--- config.mk ---
export PLATFORM = sky130hd
export DESIGN_NAME = indexed_block_allocator_top
export DESIGN_NICKNAME = d
export VERILOG_FILES = /design/src/hdl/iba_pkg.sv /design/src/hdl/iba_ram.sv /design/src/hdl/indexed_block_allocator_top.sv
export SDC_FILE = /design/constraint.sdc
export NUM_CORES = 1
export LEC_CHECK = 0
export BUFFER_PORTS_ARGS = -buffer_cell sky130_fd_sc_hd__buf_2
export CAP_MARGIN = 10
export CORE_AREA = 2 2 148 150
export CTS_CLUSTER_DIAMETER = 60
export CTS_CLUSTER_SIZE = 16
export DETAILED_ROUTE_END_ITERATION = 12
export DIE_AREA = 0 0 150 152
export PLACE_DENSITY = 0.81
export SYNTH_ARGS = -nofsm -noshare
export SYNTH_HDL_FRONTEND = slang
export SYNTH_SLANG_ARGS = --single-unit
--- constraint.sdc ---
create_clock -name clk -period 2.5 [get_ports clk]
set_input_delay 0.125 -clock clk [delete_from_list [all_inputs] [get_ports clk]]
set_output_delay 0.125 -clock clk [all_outputs]
set_load 0.01 [all_outputs]
--- src/hdl/iba_pkg.sv ---
`default_nettype none

package iba_pkg;

  localparam int DEF_TOTAL_BLOCKS     = 128;
  localparam int DEF_FILE_BLOCK_LIMIT = 10;

  localparam int MAP_W   = 16;
  localparam int PICK_W  = 4;
  localparam int COUNT_W = 8;
  localparam int STAT_W  = 2;
  localparam int POS_W   = 4;
  localparam int BLK_W   = 7;

  typedef enum logic [STAT_W-1:0] {
    ST_OK    = 2'd0,
    ST_LIMIT = 2'd1,
    ST_FULL  = 2'd2
  } status_t;

  typedef enum logic {
    REQ_CREATE = 1'b0,
    REQ_READ   = 1'b1
  } req_t;

  function automatic logic [PICK_W-1:0] lowest_zero(input logic [MAP_W-1:0] word);
    logic [PICK_W-1:0] idx;
    idx = '0;
    for (int i = MAP_W - 1; i >= 0; i--) begin
      if (!word[i]) begin
        idx = PICK_W'(i);
      end
    end
    return idx;
  endfunction

endpackage

`default_nettype wire

--- src/hdl/iba_ram.sv ---
`default_nettype none

module iba_ram #(
  parameter int WIDTH = 16,
  parameter int DEPTH = 8,
  parameter int AW    = (DEPTH > 1) ? $clog2(DEPTH) : 1
) (
  input  wire logic             clk,
  input  wire logic             we,
  input  wire logic [AW-1:0]    waddr,
  input  wire logic [WIDTH-1:0] wdata,
  input  wire logic             re,
  input  wire logic [AW-1:0]    raddr,
  output logic      [WIDTH-1:0] rdata
);

  logic [WIDTH-1:0] mem [DEPTH];

  always_ff @(posedge clk) begin
    if (we) begin
      mem[waddr] <= wdata;
    end
    if (re) begin
      rdata <= mem[raddr];
    end
  end

endmodule

`default_nettype wire

--- src/hdl/indexed_block_allocator_top.sv ---
// Block allocator with a first-fit used/free bitmap and one file's index table.
// Input channel (in_valid/in_ready): one request, a create with a block count
// or a read of the stored index. in_ready is high only while no request is in
// progress. Result channel (out_valid/out_ready): one or more results per
// request, the final one marked by out_last.
// Create: counts above FILE_BLOCK_LIMIT or zero give one result from the
// S_EMIT_ONE state. Otherwise blocks are allocated one per cycle, while the
// output register is free, from a cached bitmap row; a row is fetched from the
// bitmap RAM at the first allocation after reset and again each time the
// cached row fills (16 blocks). When the bitmap runs out, a memory-full result
// follows the blocks taken.
// Read: each stored entry takes an index RAM read, then a load of the result.
// Reset: every block free and the file empty at once; each bitmap row carries a
// valid bit so no clearing pass runs.
// Stall: a result waits in the output register while out_ready is low and the
// request in progress halts until it is taken.
`default_nettype none

module indexed_block_allocator_top #(
  parameter int TOTAL_BLOCKS     = iba_pkg::DEF_TOTAL_BLOCKS,
  parameter int FILE_BLOCK_LIMIT = iba_pkg::DEF_FILE_BLOCK_LIMIT
) (
  input  wire logic                         clk,
  input  wire logic                         rst_n,
  input  wire logic                         in_valid,
  output logic                              in_ready,
  input  wire logic                         in_req_type,
  input  wire logic [iba_pkg::COUNT_W-1:0]  in_block_count,
  output logic                              out_valid,
  input  wire logic                         out_ready,
  output logic      [iba_pkg::STAT_W-1:0]   out_status,
  output logic                              out_has_block,
  output logic      [iba_pkg::POS_W-1:0]    out_entry_position,
  output logic      [iba_pkg::BLK_W-1:0]    out_block_number,
  output logic                              out_last
);

  import iba_pkg::*;

  localparam int ROWS      = (TOTAL_BLOCKS + MAP_W - 1) / MAP_W;
  localparam int ROW_W     = (ROWS > 1) ? $clog2(ROWS) : 1;
  localparam int LAST_BITS = TOTAL_BLOCKS - (ROWS - 1) * MAP_W;
  localparam logic [MAP_W-1:0] PAD_LAST = ~(MAP_W'((33'd1 << LAST_BITS) - 33'd1));
  localparam int CNT_W     = $clog2(FILE_BLOCK_LIMIT + 1);
  localparam int IX_AW     = (FILE_BLOCK_LIMIT > 1) ? $clog2(FILE_BLOCK_LIMIT) : 1;

  typedef enum logic [2:0] {
    S_IDLE,
    S_EMIT_ONE,
    S_AL_STEP,
    S_AL_FETCH,
    S_RD_ISSUE,
    S_RD_EMIT
  } state_t;

  state_t             state_r;
  status_t            pend_status_r;
  logic [CNT_W-1:0]   stored_r;
  logic [CNT_W-1:0]   target_r;
  logic [CNT_W-1:0]   pos_r;
  logic [ROW_W-1:0]   hint_r;
  logic               full_r;
  logic               word_ok_r;
  logic [MAP_W-1:0]   word_r;
  logic [ROWS-1:0]    row_valid_r;

  logic               out_valid_r;
  status_t            out_status_r;
  logic               out_has_block_r;
  logic [POS_W-1:0]   out_pos_r;
  logic [BLK_W-1:0]   out_blk_r;
  logic               out_last_r;

  logic               slot_free;
  logic               out_load;
  logic               alloc_fire;
  logic               bm_re;
  logic [MAP_W-1:0]   bm_rdata;
  logic [MAP_W-1:0]   fetched_word;
  logic [PICK_W-1:0]  pick;
  logic [MAP_W-1:0]   new_word;
  logic [31:0]        blk_wide;
  logic [31:0]        pos_wide;
  logic [BLK_W-1:0]   ix_rdata;
  logic               ix_re;
  logic               alloc_last;
  logic               rd_last;

  assign slot_free  = !out_valid_r || out_ready;
  assign in_ready   = (state_r == S_IDLE);
  assign bm_re      = (state_r == S_AL_STEP) && !full_r && !word_ok_r;
  assign alloc_fire = (state_r == S_AL_STEP) && !full_r && word_ok_r && slot_free;
  assign out_load   = slot_free && ((state_r == S_EMIT_ONE) || (state_r == S_RD_EMIT) ||
                                    ((state_r == S_AL_STEP) && (full_r || word_ok_r)));
  assign ix_re      = (state_r == S_RD_ISSUE);
  assign pick       = lowest_zero(word_r);
  assign new_word   = word_r | (MAP_W'(1) << pick);
  assign blk_wide   = 32'({hint_r, pick});
  assign pos_wide   = 32'(pos_r);
  assign alloc_last = (pos_r == target_r - CNT_W'(1));
  assign rd_last    = (pos_r == stored_r - CNT_W'(1));

  assign fetched_word = (row_valid_r[hint_r] ? bm_rdata : '0) |
                        ((hint_r == ROW_W'(ROWS - 1)) ? PAD_LAST : '0);

  iba_ram #(
    .WIDTH (MAP_W),
    .DEPTH (ROWS),
    .AW    (ROW_W)
  ) u_bitmap (
    .clk   (clk),
    .we    (alloc_fire),
    .waddr (hint_r),
    .wdata (new_word),
    .re    (bm_re),
    .raddr (hint_r),
    .rdata (bm_rdata)
  );

  iba_ram #(
    .WIDTH (BLK_W),
    .DEPTH (FILE_BLOCK_LIMIT),
    .AW    (IX_AW)
  ) u_index (
    .clk   (clk),
    .we    (alloc_fire),
    .waddr (pos_r[IX_AW-1:0]),
    .wdata (blk_wide[BLK_W-1:0]),
    .re    (ix_re),
    .raddr (pos_r[IX_AW-1:0]),
    .rdata (ix_rdata)
  );

  always_ff @(posedge clk) begin
    if (!rst_n) begin
      state_r     <= S_IDLE;
      stored_r    <= '0;
      hint_r      <= '0;
      full_r      <= 1'b0;
      word_ok_r   <= 1'b0;
      row_valid_r <= '0;
      out_valid_r <= 1'b0;
    end else begin
      if (out_load) begin
        out_valid_r <= 1'b1;
      end else if (out_ready) begin
        out_valid_r <= 1'b0;
      end
      unique case (state_r)
        S_IDLE: begin
          if (in_valid) begin
            pos_r <= '0;
            if (in_req_type == REQ_READ) begin
              if (stored_r == '0) begin
                pend_status_r <= ST_OK;
                state_r       <= S_EMIT_ONE;
              end else begin
                state_r <= S_RD_ISSUE;
              end
            end else if (in_block_count > COUNT_W'(FILE_BLOCK_LIMIT)) begin
              stored_r      <= '0;
              pend_status_r <= ST_LIMIT;
              state_r       <= S_EMIT_ONE;
            end else if (in_block_count == '0) begin
              stored_r      <= '0;
              pend_status_r <= ST_OK;
              state_r       <= S_EMIT_ONE;
            end else begin
              target_r <= in_block_count[CNT_W-1:0];
              state_r  <= S_AL_STEP;
            end
          end
        end
        S_EMIT_ONE: begin
          if (slot_free) begin
            out_status_r    <= pend_status_r;
            out_has_block_r <= 1'b0;
            out_pos_r       <= '0;
            out_blk_r       <= '0;
            out_last_r      <= 1'b1;
            state_r         <= S_IDLE;
          end
        end
        S_AL_STEP: begin
          if (full_r) begin
            if (slot_free) begin
              stored_r        <= pos_r;
              out_status_r    <= ST_FULL;
              out_has_block_r <= 1'b0;
              out_pos_r       <= '0;
              out_blk_r       <= '0;
              out_last_r      <= 1'b1;
              state_r         <= S_IDLE;
            end
          end else if (!word_ok_r) begin
            state_r <= S_AL_FETCH;
          end else if (slot_free) begin
            row_valid_r[hint_r] <= 1'b1;
            word_r              <= new_word;
            if (&new_word) begin
              word_ok_r <= 1'b0;
              if (hint_r == ROW_W'(ROWS - 1)) begin
                full_r <= 1'b1;
              end else begin
                hint_r <= hint_r + ROW_W'(1);
              end
            end
            out_status_r    <= ST_OK;
            out_has_block_r <= 1'b1;
            out_pos_r       <= pos_wide[POS_W-1:0];
            out_blk_r       <= blk_wide[BLK_W-1:0];
            out_last_r      <= alloc_last;
            pos_r           <= pos_r + CNT_W'(1);
            if (alloc_last) begin
              stored_r <= target_r;
              state_r  <= S_IDLE;
            end
          end
        end
        S_AL_FETCH: begin
          word_r    <= fetched_word;
          word_ok_r <= 1'b1;
          state_r   <= S_AL_STEP;
        end
        S_RD_ISSUE: begin
          state_r <= S_RD_EMIT;
        end
        S_RD_EMIT: begin
          if (slot_free) begin
            out_status_r    <= ST_OK;
            out_has_block_r <= 1'b1;
            out_pos_r       <= pos_wide[POS_W-1:0];
            out_blk_r       <= ix_rdata;
            out_last_r      <= rd_last;
            pos_r           <= pos_r + CNT_W'(1);
            state_r         <= rd_last ? S_IDLE : S_RD_ISSUE;
          end
        end
        default: begin
          state_r <= S_IDLE;
        end
      endcase
    end
  end

  assign out_valid          = out_valid_r;
  assign out_status         = out_status_r;
  assign out_has_block      = out_has_block_r;
  assign out_entry_position = out_pos_r;
  assign out_block_number   = out_blk_r;
  assign out_last           = out_last_r;

  a_full_sticky: assert property (@(posedge clk) disable iff (!rst_n)
    full_r |=> full_r)
    else $error("bitmap full flag dropped");

  a_cached_row_open: assert property (@(posedge clk) disable iff (!rst_n)
    (word_ok_r && !full_r) |-> !(&word_r))
    else $error("cached bitmap row has no free block");

  a_stored_bound: assert property (@(posedge clk) disable iff (!rst_n)
    stored_r <= CNT_W'(FILE_BLOCK_LIMIT))
    else $error("stored count beyond file limit");

  a_block_ok: assert property (@(posedge clk) disable iff (!rst_n)
    (out_valid_r && out_has_block_r) |-> (out_status_r == ST_OK))
    else $error("result with block carries error status");

  a_idle_no_fetch: assert property (@(posedge clk) disable iff (!rst_n)
    (state_r == S_AL_FETCH) |-> ($past(bm_re) && !full_r))
    else $error("bitmap fetch state without a read");

endmodule

`default_nettype wire
==> impl_metrics.json, run 1 <==
{
  "cts_tree": "done",
  "clk_pin_slew_ns": 0.08,
  "min_path_cells": 4,
  "fin_crit_ns": 2.39,
  "path_cells": "and2_1 -> nand4_1 -> o21ai_0 -> a31oi_1 -> nor3_1 -> and4_4 -> nand4b_1 -> a21oi_1",
  "die_width_um": 150,
  "hold_viol": 0,
  "drc_errors": 0,
  "cp_slowest_cell": "edfxtp_1",
  "leakagePower_uw": 0.00438,
  "routed_via_density": 6.23,
  "placed_area_um2": 12400,
  "async_flop_share_pct": 0,
  "place.gp.congestion": 0.930,
  "cp-end-kind": "register",
  "synthFlopType": "edfxtp_1",
  "wl_per_cell_um": 21.3,
  "dp_hpwl_um": 15800,
  "via_count": 7249,
  "dieArea_um2": 22800,
  "synth_area_um2": 11700,
  "relSlewSlack_pct": 43.5,
  "crit_arrival_ns": 2.83,
  "multi_input_area_um2": 3230,
  "tightest_slew_ns": 0.848,
  "wirelength_um": 24800,
  "drt_iter0_drc": 830,
  "ys_seq_elements": 282,
  "grt_pass1_vias": 7147,
  "worstPathMaxFanout": 6,
  "hp-start": "in_block_count[4]",
  "setup_viol": 0,
  "required_ns": 2.94,
  "synthCells": 795,
  "num_io_pins": 30,
  "drv_slew": 0,
  "yosysUniqueCellTypes": 69,
  "numClockSinks": 282,
  "max_stage_delay_ns": 0.44,
  "fmax_mhz": 419,
  "rows": 54,
  "grt_usage_pct": 21.9,
  "whs_endpoint": "pend_status_r[0]",
  "regToRegEndpoint": "hint_r[0]",
  "clk_latency_ns": 0.52,
  "timing.setup.critical_path_class": "register to register",
  "hold_ws_ns": 0.0199,
  "finalCritPeriodShare_pct": 95.4,
  "regToRegSetupSlack_ns": 0.11,
  "nNetsFinal": 893,
  "diodes": 0,
  "regArea_um2": 8260,
  "start_util_pct": 54.8,
  "portBuffers": 29,
  "grt_max_degree": 26,
  "synth_edf_count": 261,
  "antenna_found_initial": 0,
  "cts_buffers": 22,
  "hp-class": "input pin to register",
  "yosysSeqAreaShare_pct": 70.6,
  "overflow": 0,
  "htreeDepth": 1,
  "r2r_cells": 8,
  "rsz0062_at_grt": "false",
  "syn_area_per_cell_um2": 14.7,
  "fillerInstances": 1552,
  "final_util_pct": 61.9,
  "rr_startpoint": "word_r[9]",
  "skew_ns": 0.0265,
  "vdd_ir_drop_max_mv": 0.641,
  "cts_buffer_depth": 3,
  "max_cap_violations": 0,
  "drive_gt1_share_pct": 16.9,
  "area_growth_pct": 13.1,
  "die_y_um": 152,
  "ant_nets": 0,
  "cts-root-buf": "clkbuf_16",
  "tns_ns": 0,
  "grt_pass1_wl_um": 38900,
  "synth_warnings": 0,
  "status": "finished clean",
  "firstDrtPassIters": 5,
  "coreArea_um2": 21400,
  "final_cell_area_um2": 13200,
  "cp-start-kind": "register",
  "power_density_nw_per_um2": 657
}
-- cells in the final DEF, fill, tap and decap left out, types with 5 or more instances in the layout --
master	count
edfxtp_1	261
a22oi_1	67
nor2_1	51
buf_4	49
nand2_1	48
buf_2	29
inv_1	27
a21oi_1	25
nand4_1	24
clkbuf_16	22
o21ai_0	21
dfxtp_1	21
and2_1	15
mux2i_1	15
mux4_2	14
nor2b_1	13
nor3_1	11
clkbuf_1	10
a211oi_1	9
a22o_1	9
ha_1	9
nand2b_1	8
xor2_1	8
o21a_1	8
conb_1	8
a31oi_1	7
and3_1	6
dlygate4sd3_1	6
nand3_1	5
-- power by group --
part | total, uW | internal [uW] | switching, uW
Clock | 3380 | 1850 | 1520
Combinational | 192 | 80.4 | 111
Sequential | 5120 | 5100 | 19.2
-- worst max-delay path, delay by kind of cell (launching register included) --
kind            cells  cell delay [ns]
simple gates        5             1.17
compound gates      3             0.69
flops               1             0.44
-- cell families (layout without fill, tap and decap cells) --
logic type	Yosys count	in the layout	synth area share, %
fa+ha+maj	9	9	0.963
other cells	1	8	0.0321
buf+inv	68	150	2.27
compound gates	190	190	12.0
simple gates	204	204	9.25
flops	282	282	70.6
mux	29	29	3.98
xor+xnor	12	12	0.899
-- sequential cells by signal, summed over array words and instances (netlist names), 7 cells and up --
signal,flops
out_block_number,7
u_index.rdata,7
u_bitmap.rdata,16
u_bitmap.mem,128
word_r,16
u_index.mem,70
row_valid_r,8
-- per-layer routing --
layer,track usage [%],up-vias,part of all wire [%]
met5,0,-,0
met4,6.87,0,2.2
met3,3.84,43,8.6
met2,35.6,362,48
met1,30.4,3580,41
li1,-,3264,-
-- cell type report --
class | count | area share [%]
sequential | 282 | 62.5
tap | 280 | 2.65
multi-input combinational | 452 | 24.4
inverter | 28 | 0.814
clock buffer | 32 | 4.45
clock inverter | 5 | 0.700
timing repair buffer | 85 | 4.49
-- worst max path at each step --
stage	start	endpoint	slack, ns	depth (start not counted)
after global routing	word_r[0]	hint_r[1]	0.001	8
after global placement	word_r[13]	full_r	0.15	8
after detailed placement	word_r[13]	full_r	0.15	8
after floorplan	state_r[1]	u_bitmap.mem[5][0]	-0.23	6
final	word_r[9]	hint_r[0]	0.11	8
after CTS	word_r[13]	full_r	0.13	8
-- cell usage after synthesis, types with 9 or more instances --
cell type | instances | area share [%]
inv_1 | 27 | 0.87
dfxtp_1 | 21 | 3.6
a21oi_1 | 25 | 1.1
ha_1 | 9 | 0.96
nor2b_1 | 13 | 0.70
mux4_2 | 14 | 2.7
edfxtp_1 | 261 | 67
mux2i_1 | 15 | 1.3
clkbuf_1 | 29 | 0.93
a22oi_1 | 67 | 4.3
nor3_1 | 13 | 0.56
a211oi_1 | 12 | 0.77
a22o_1 | 9 | 0.67
nor2_1 | 51 | 1.6
and2_1 | 15 | 0.80
nand4_1 | 24 | 1.3
nand2_1 | 48 | 1.5
o21ai_0 | 21 | 0.90
-- what timing repair did --
item,in CTS,in global routing
endpoints found under the hold margin,13,0
resized for setup,0,6
setup buffers,0,2
setup endpoints to repair,0,3
hold buffers,6,0
-- per-stage QoR --
stage	power, uW	instances	setup slack (ns)
4_1_cts	8730	1162	0.126
6_report	8690	1164	0.114
3_5_place_dp	5410	1119	0.149
5_1_grt	8910	1164	0.00139
2_1_floorplan	5350	802	-0.232
3_3_place_gp	5410	1119	0.152
Note: power is estimated with default switching activity, not from simulation.
==> run 2, diff against run 1 <==
Settings changed: CORE_AREA 2 2 148 150 to 2 2 151 153, DIE_AREA 0 0 150 152 to 0 0 153 155, PLACE_DENSITY 0.81 to 0.8, SYNTH_HIERARCHICAL set to 1.
==> run 2 against run 1 <==
  * Final cell count rose by 1.4%
  * Worst hold slack improved by 0.018 ns
  * Sequential power barely moved
  * Via count fell by 2.6%
  * Clock skew fell by 0.012 ns
  * Utilization rose by 0.17 points
  * Sequential cell count did not move
  * Worst setup slack got worse by 0.069 ns
  * Maximum frequency fell by 2.8%
  * Register-to-register slack got worse by 0.07 ns
  * Critical path type unchanged
  * Critical endpoint unchanged
  * Largest power group unchanged
==> impl_metrics.json, run 2 <==
{
  "status": "finished clean",
  "nNetsFinal": 904,
  "yosysMostFrequentCell": "edfxtp_1",
  "hold_viol": 0,
  "cts_buffer_depth": 3,
  "synth_edf_count": 261,
  "cts_buffers": 22,
  "relSlewSlack_pct": 53.7,
  "tns_ns": 0,
  "largest_reg_flops": 128,
  "min_path_cells": 3,
  "fmax_mhz": 407,
  "max_cap_violations": 0,
  "synth_area_um2": 12100,
  "rsz0062_at_grt": "true",
  "drc_errors": 0,
  "synth_warnings": 6,
  "finalCritPeriodShare_pct": 98.2,
  "routed_via_density": 5.98,
  "clk_pin_slew_ns": 0.07,
  "layout_commonest_cell": "edfxtp_1",
  "yosys.area.top_type_share_pct": 64.7,
  "synth_area_leaders": "edfxtp_1 65%, mux4_1 6.1%, mux2_2 3.6%, dfxtp_1 3.5%, mux2i_1 2.1%",
  "dp_hpwl_um": 15900,
  "hp-start": "in_valid",
  "numClockSinks": 282,
  "diodes": 0,
  "synth_commonest_cells": "261 x edfxtp_1, 69 x nor2_1, 60 x nand2_1, 39 x mux2_2, 28 x mux4_1",
  "regToRegEndpoint": "hint_r[0]",
  "drive_gt1_share_pct": 23.2,
  "ant_nets": 0,
  "fillerInstances": 1600,
  "antenna_found_initial": 0,
  "num_io_pins": 30,
  "yosysSeqAreaShare_pct": 68.2,
  "timing.setup.critical_path_class": "register to register",
  "top_register": "u_bitmap/mem",
  "drt_iter0_drc": 624,
  "start_util_pct": 54.5,
  "synthFlopType": "edfxtp_1",
  "fin_crit_ns": 2.46,
  "met2_usage_pct": 36.0,
  "worstSetupStartpoint": "word_r[3]",
  "async_flop_share_pct": 0,
  "final_util_pct": 62.1,
  "die_y_um": 155,
  "total_power_uw": 8590,
  "skew_ns": 0.0143,
  "required_ns": 2.89,
  "cts_tree": "done",
  "dieArea_um2": 23700,
  "worst_slack_ns": 0.0448,
  "regToRegSetupSlack_ns": 0.04,
  "portBuffers": 29,
  "syn_area_per_cell_um2": 15.6,
  "clk_latency_ns": 0.51,
  "die_width_um": 153,
  "place_ws_ns": 0.0648,
  "drv_slew": 0,
  "leakagePower_uw": 0.00472,
  "wl_per_cell_um": 20.8,
  "grt_usage_pct": 20.6,
  "cts-root-buf": "clkbuf_16",
  "layout_common_cells": "261 x edfxtp_1, 74 x buf_4, 66 x nor2_1",
  "r2r_cells": 9,
  "firstDrtPassIters": 6,
  "power_density_nw_per_um2": 623,
  "setup_viol": 0,
  "grt_max_degree": 48,
  "yosys.area.top_type": "edfxtp_1",
  "grtUsageMet3_pct": 2.87,
  "yosysUniqueCellTypes": 79,
  "rows": 55,
  "area_growth_pct": 13.9,
  "grtUsageMet1_pct": 27.5,
  "grt_pass1_vias": 7074,
  "htreeDepth": 1,
  "cp-start-kind": "register",
  "synthCells": 776,
  "vdd_ir_drop_max_mv": 0.690,
  "via_count": 7059,
  "overflow": 0,
  "place.gp.congestion": 0.921,
  "rr_startpoint": "word_r[3]",
  "top_regs": "u_bitmap/mem: 128 flops, u_index/mem: 70 flops",
  "coreArea_um2": 22200,
  "crit_arrival_ns": 2.84,
  "hp-class": "input pin to register",
  "grt_pass1_wl_um": 38600,
  "worstPathMaxFanout": 7,
  "whs_endpoint": "state_r[0]",
  "wirelength_um": 24500,
  "tightest_slew_ns": 0.685,
  "cp-end-kind": "register",
  "top_usage_layer": "met2",
  "ys_seq_elements": 282
}
## run 2: cell count changes after synthesis, sizes merged, moves of 9 or more
cell / previous run / this run
clkbuf: 29 / 16
nand4: 25 / 3
and2: 17 / 2
mux2i: 15 / 26
mux2: 0 / 39
xnor2: 4 / 13
a211oi: 13 / 0
nor2: 51 / 70
mux4: 14 / 32
a22oi: 67 / 4
nand2: 48 / 61
## run 2: critical path, stage by stage, from the launching register on
cell and delay (ns):
edfxtp_1 0.50, buf_4 0.19, nand2b_1 0.17, nand3_1 0.11, o22ai_1 0.11, o41a_1 0.32, or3_1 0.39, nor4_4 0.22
nand3_2 0.17, mux2i_1 0.15
## run 2: metal layers
layer,wire [um],vias up,part of all wire [%]
met3,1450,51,5.9
met5,0,-,0
met2,12300,258,50
li1,-,3238,-
met4,644,0,2.6
met1,10100,3512,41
## run 2: where the power goes
| part | switching, uW | total, uW | internal, uW |
|---|---|---|---|
| Sequential | 10.4 | 5110 | 5100 |
| Clock | 1500 | 3280 | 1770 |
| Combinational | 123 | 207 | 84.2 |
## run 2: area by class of cell
cell class	instances	area, um^2	share of cell area, %
Clock inverter	2	20.0	0.145
Sequential cell	282	8260	59.8
Inverter	26	97.6	0.707
Tap cell	285	357	2.58
Clock buffer	32	641	4.64
Multi-Input combinational cell	441	3620	26.2
Timing Repair Buffer	112	811	5.87
## run 2: cell families after synthesis
| group | share of synthesized area, % |
|---|---|
| muxes | 12.6 |
| adders and majority gates | 0.620 |
| buffers and inverters | 2.62 |
| AOI/OAI and AO/OA | 6.89 |
| DFF | 68.2 |
| xor gates and xnor gates | 1.08 |
| other | 0.0310 |
| and+or+nand+nor | 7.99 |
## run 2: metrics by stage
step / hold WS (ns) / std cells / area, um^2
6_report: 0.0381 / 1180 / 13800
3_3_place_gp: 0.333 / 1130 / 13000
2_1_floorplan: 0.224 / 783 / 12200
5_1_grt: 0.0578 / 1180 / 13800
3_5_place_dp: 0.335 / 1130 / 13000
4_1_cts: 0.0286 / 1171 / 13700
## run 2: how the worst max path moves through the flow
stage / slack [ns] / depth (start not counted) / to
3_5_place_dp: 0.06 / 8 / hint_r[2]
6_report: 0.04 / 9 / hint_r[0]
2_1_floorplan: -0.14 / 9 / u_bitmap/mem[7][0]
4_1_cts: 0.05 / 8 / hint_r[0]
3_3_place_gp: 0.13 / 9 / hint_r[2]
5_1_grt: -0.07 / 9 / hint_r[0]
## run 2: timing repair
action | in CTS | in global routing
setup buffers | 0 | 8
hold endpoints to repair | 8 | 0
endpoints found under the setup margin | 0 | 21
hold buffers | 7 | 0
resized for setup | 0 | 6
==> run 3, diff against run 2 <==
--- a/config.mk
+++ b/config.mk
@@ -7,11 +7,13 @@
 export LEC_CHECK = 0
 export BUFFER_PORTS_ARGS = -buffer_cell sky130_fd_sc_hd__buf_2
-export CAP_MARGIN = 10
-export CORE_AREA = 2 2 151 153
+export CAP_MARGIN = 20
+export CELL_PAD_IN_SITES_DETAIL_PLACEMENT = 0
+export CELL_PAD_IN_SITES_GLOBAL_PLACEMENT = 1
+export CORE_AREA = 2 2 162 164
 export CTS_CLUSTER_DIAMETER = 60
 export CTS_CLUSTER_SIZE = 16
 export DETAILED_ROUTE_END_ITERATION = 12
-export DIE_AREA = 0 0 153 155
-export PLACE_DENSITY = 0.8
+export DIE_AREA = 0 0 164 166
+export PLACE_DENSITY = 0.81
 export SYNTH_ARGS = -nofsm -noshare
 export SYNTH_HDL_FRONTEND = slang
==> constraint.sdc (replaced) <==
create_clock -name clk -period 2.5 [get_ports clk]
set_input_delay 0.25 -clock clk [delete_from_list [all_inputs] [get_ports clk]]
set_output_delay 0.25 -clock clk [all_outputs]
set_load 0.01 [all_outputs]
==> run 3 against run 2 <==
  * Power up 2.0%
  * First-iteration DRC count is 9.1% higher
  * Die area up 15%
  * Clock-buffer cell count is 1 higher
  * Final cell count up 4.8%
  * Critical path type unchanged
==> impl_metrics.json, run 3 (synthesis gave the netlist of run 2 again) <==
{
  "status": "finished clean",
  "via_count": 6947,
  "fmax_mhz": 401,
  "hold_viol": 0,
  "overflow": 0,
  "drive_gt1_share_pct": 25.2,
  "drt_iter0_drc": 681,
  "cts-root-buf": "clkbuf_16",
  "vdd_ir_drop_max_mv": 0.670,
  "skew_ns": 0.0142,
  "cts_buffers": 23,
  "start_util_pct": 47.3,
  "routed_via_density": 5.62,
  "whs_endpoint": "hint_r[0]",
  "place.gp.congestion": 0.824,
  "wl_per_cell_um": 20.1,
  "internal_power_uw": 7040,
  "finalCritPeriodShare_pct": 99.8,
  "swShare_pct": 19.7,
  "nNetsFinal": 908,
  "rows": 59,
  "area_growth_pct": 15.6,
  "portBuffers": 29,
  "fillerInstances": 2065,
  "antenna_found_initial": 0,
  "r2r_cells": 8,
  "diodes": 0,
  "die_y_um": 166,
  "top_register": "u_bitmap/mem",
  "htreeDepth": 1,
  "cp-end-kind": "register",
  "required_ns": 2.89,
  "drv_slew": 0,
  "ant_nets": 0,
  "timing.setup.critical_path_class": "register to register",
  "regToRegSetupSlack_ns": 0.006,
  "tns_ns": 0,
  "drc_errors": 0,
  "pwr-share-clk_pct": 39.3,
  "switchingPower_uw": 1730,
  "regToRegEndpoint": "hint_r[1]",
  "grt_max_degree": 48,
  "seqPwrFrac_pct": 58.3,
  "largest_reg_flops": 128,
  "layout_common_cells": "261 x edfxtp_1, 77 x buf_4, 66 x nor2_1",
  "grt_pass1_wl_um": 38000,
  "tightest_slew_ns": 1.06,
  "num_io_pins": 30,
  "grt_usage_pct": 18.0,
  "wirelength_um": 24800,
  "hp-class": "input pin to register",
  "leakagePower_uw": 0.00477,
  "top_regs": "u_bitmap/mem: 128 flops, u_index/mem: 70 flops",
  "dp_hpwl_um": 15900,
  "layout_commonest_cell": "edfxtp_1",
  "crit_arrival_ns": 2.89,
  "hp-start": "rst_n",
  "numClockSinks": 282,
  "die_width_um": 164,
  "coreArea_um2": 25600,
  "worstPathMaxFanout": 4,
  "rsz0062_at_grt": "true",
  "relSlewSlack_pct": 29.4,
  "multi_input_area_um2": 3680,
  "firstDrtPassIters": 6,
  "dieArea_um2": 27200,
  "clk_latency_ns": 0.51,
  "final_util_pct": 54.7,
  "cts_buffer_depth": 3,
  "power_density_nw_per_um2": 626,
  "clk_pin_slew_ns": 0.07,
  "cts_tree": "done",
  "max_cap_violations": 0,
  "grt_pass1_vias": 6678,
  "regArea_um2": 8260,
  "rr_startpoint": "word_r[15]",
  "fin_crit_ns": 2.49,
  "cp-start-kind": "register",
  "setup_viol": 0,
  "min_path_cells": 3,
  "comb_power_share_pct": 2.4
}
-- run 3: how the worst max path moves through the flow --
stage | startpoint | endpoint | slack (ns) | cells after the start
final | word_r[15] | hint_r[1] | 0.006 | 8
after global routing | word_r[5] | hint_r[0] | -0.12 | 8
after CTS | word_r[1] | hint_r[1] | 0.02 | 8
after detailed placement | word_r[14] | word_ok_r | 0.009 | 9
after global placement | word_r[14] | word_ok_r | 0.08 | 9
after floorplan | state_r[1] | u_bitmap/mem[7][0] | -0.14 | 9
-- run 3: critical path, cell delays in order, from the launching register on --
cell,delay (ns)
edfxtp_1,0.41
nand2_2,0.09
a311oi_4,0.35
nor3_4,0.08
o41a_1,0.40
or3_4,0.34
nor4_4,0.37
nand3_2,0.18
mux2i_1,0.15
-- run 3: repair_timing --
action,CTS,global route
setup endpoints to repair,1,20
hold buffers,4,0
setup buffers,0,16
pin swaps,0,11
hold endpoints to repair,4,0
gates resized for setup,1,19
-- run 3: area by class of cell --
cell class / instances / share of cell area (%)
Timing Repair Buffer: 115 / 6.10
Tap cell: 335 / 2.99
Multi-Input combinational cell: 441 / 26.3
Clock buffer: 33 / 4.45
Inverter: 26 / 0.697
Clock inverter: 5 / 0.518
Sequential cell: 282 / 59.0
-- run 3: per-stage QoR --
stage                     area (um^2)  worst slack, ns  hold slack, ns  power, uW  instances
final                           14000          0.00570           0.119       8770       1237
after global routing            14000           -0.123           0.112       9020       1237
after CTS                       13800           0.0238          0.0965       8840       1220
after detailed placement        13100          0.00897           0.454       5410       1178
after global placement          13100           0.0836           0.448       5410       1178
after floorplan                 12200           -0.138           0.349       5350        783
-- run 3: routing by layer --
layer	global-route usage (%)	part of all wire [%]	up-vias
met5	0	0	-
li1	-	-	3244
met1	24.7	44	3490
met3	2.62	4.6	34
met2	30.8	50	179
met4	3.78	2.0	0
-- run 3: power by group through the flow --
stage	combinational, uW	sequential (uW)	clock (uW)
floorplan	126	5220	0
global placement	197	5210	0
detailed placement	199	5210	0
CTS	205	5110	3520
global route	225	5110	3680
finish	208	5110	3450
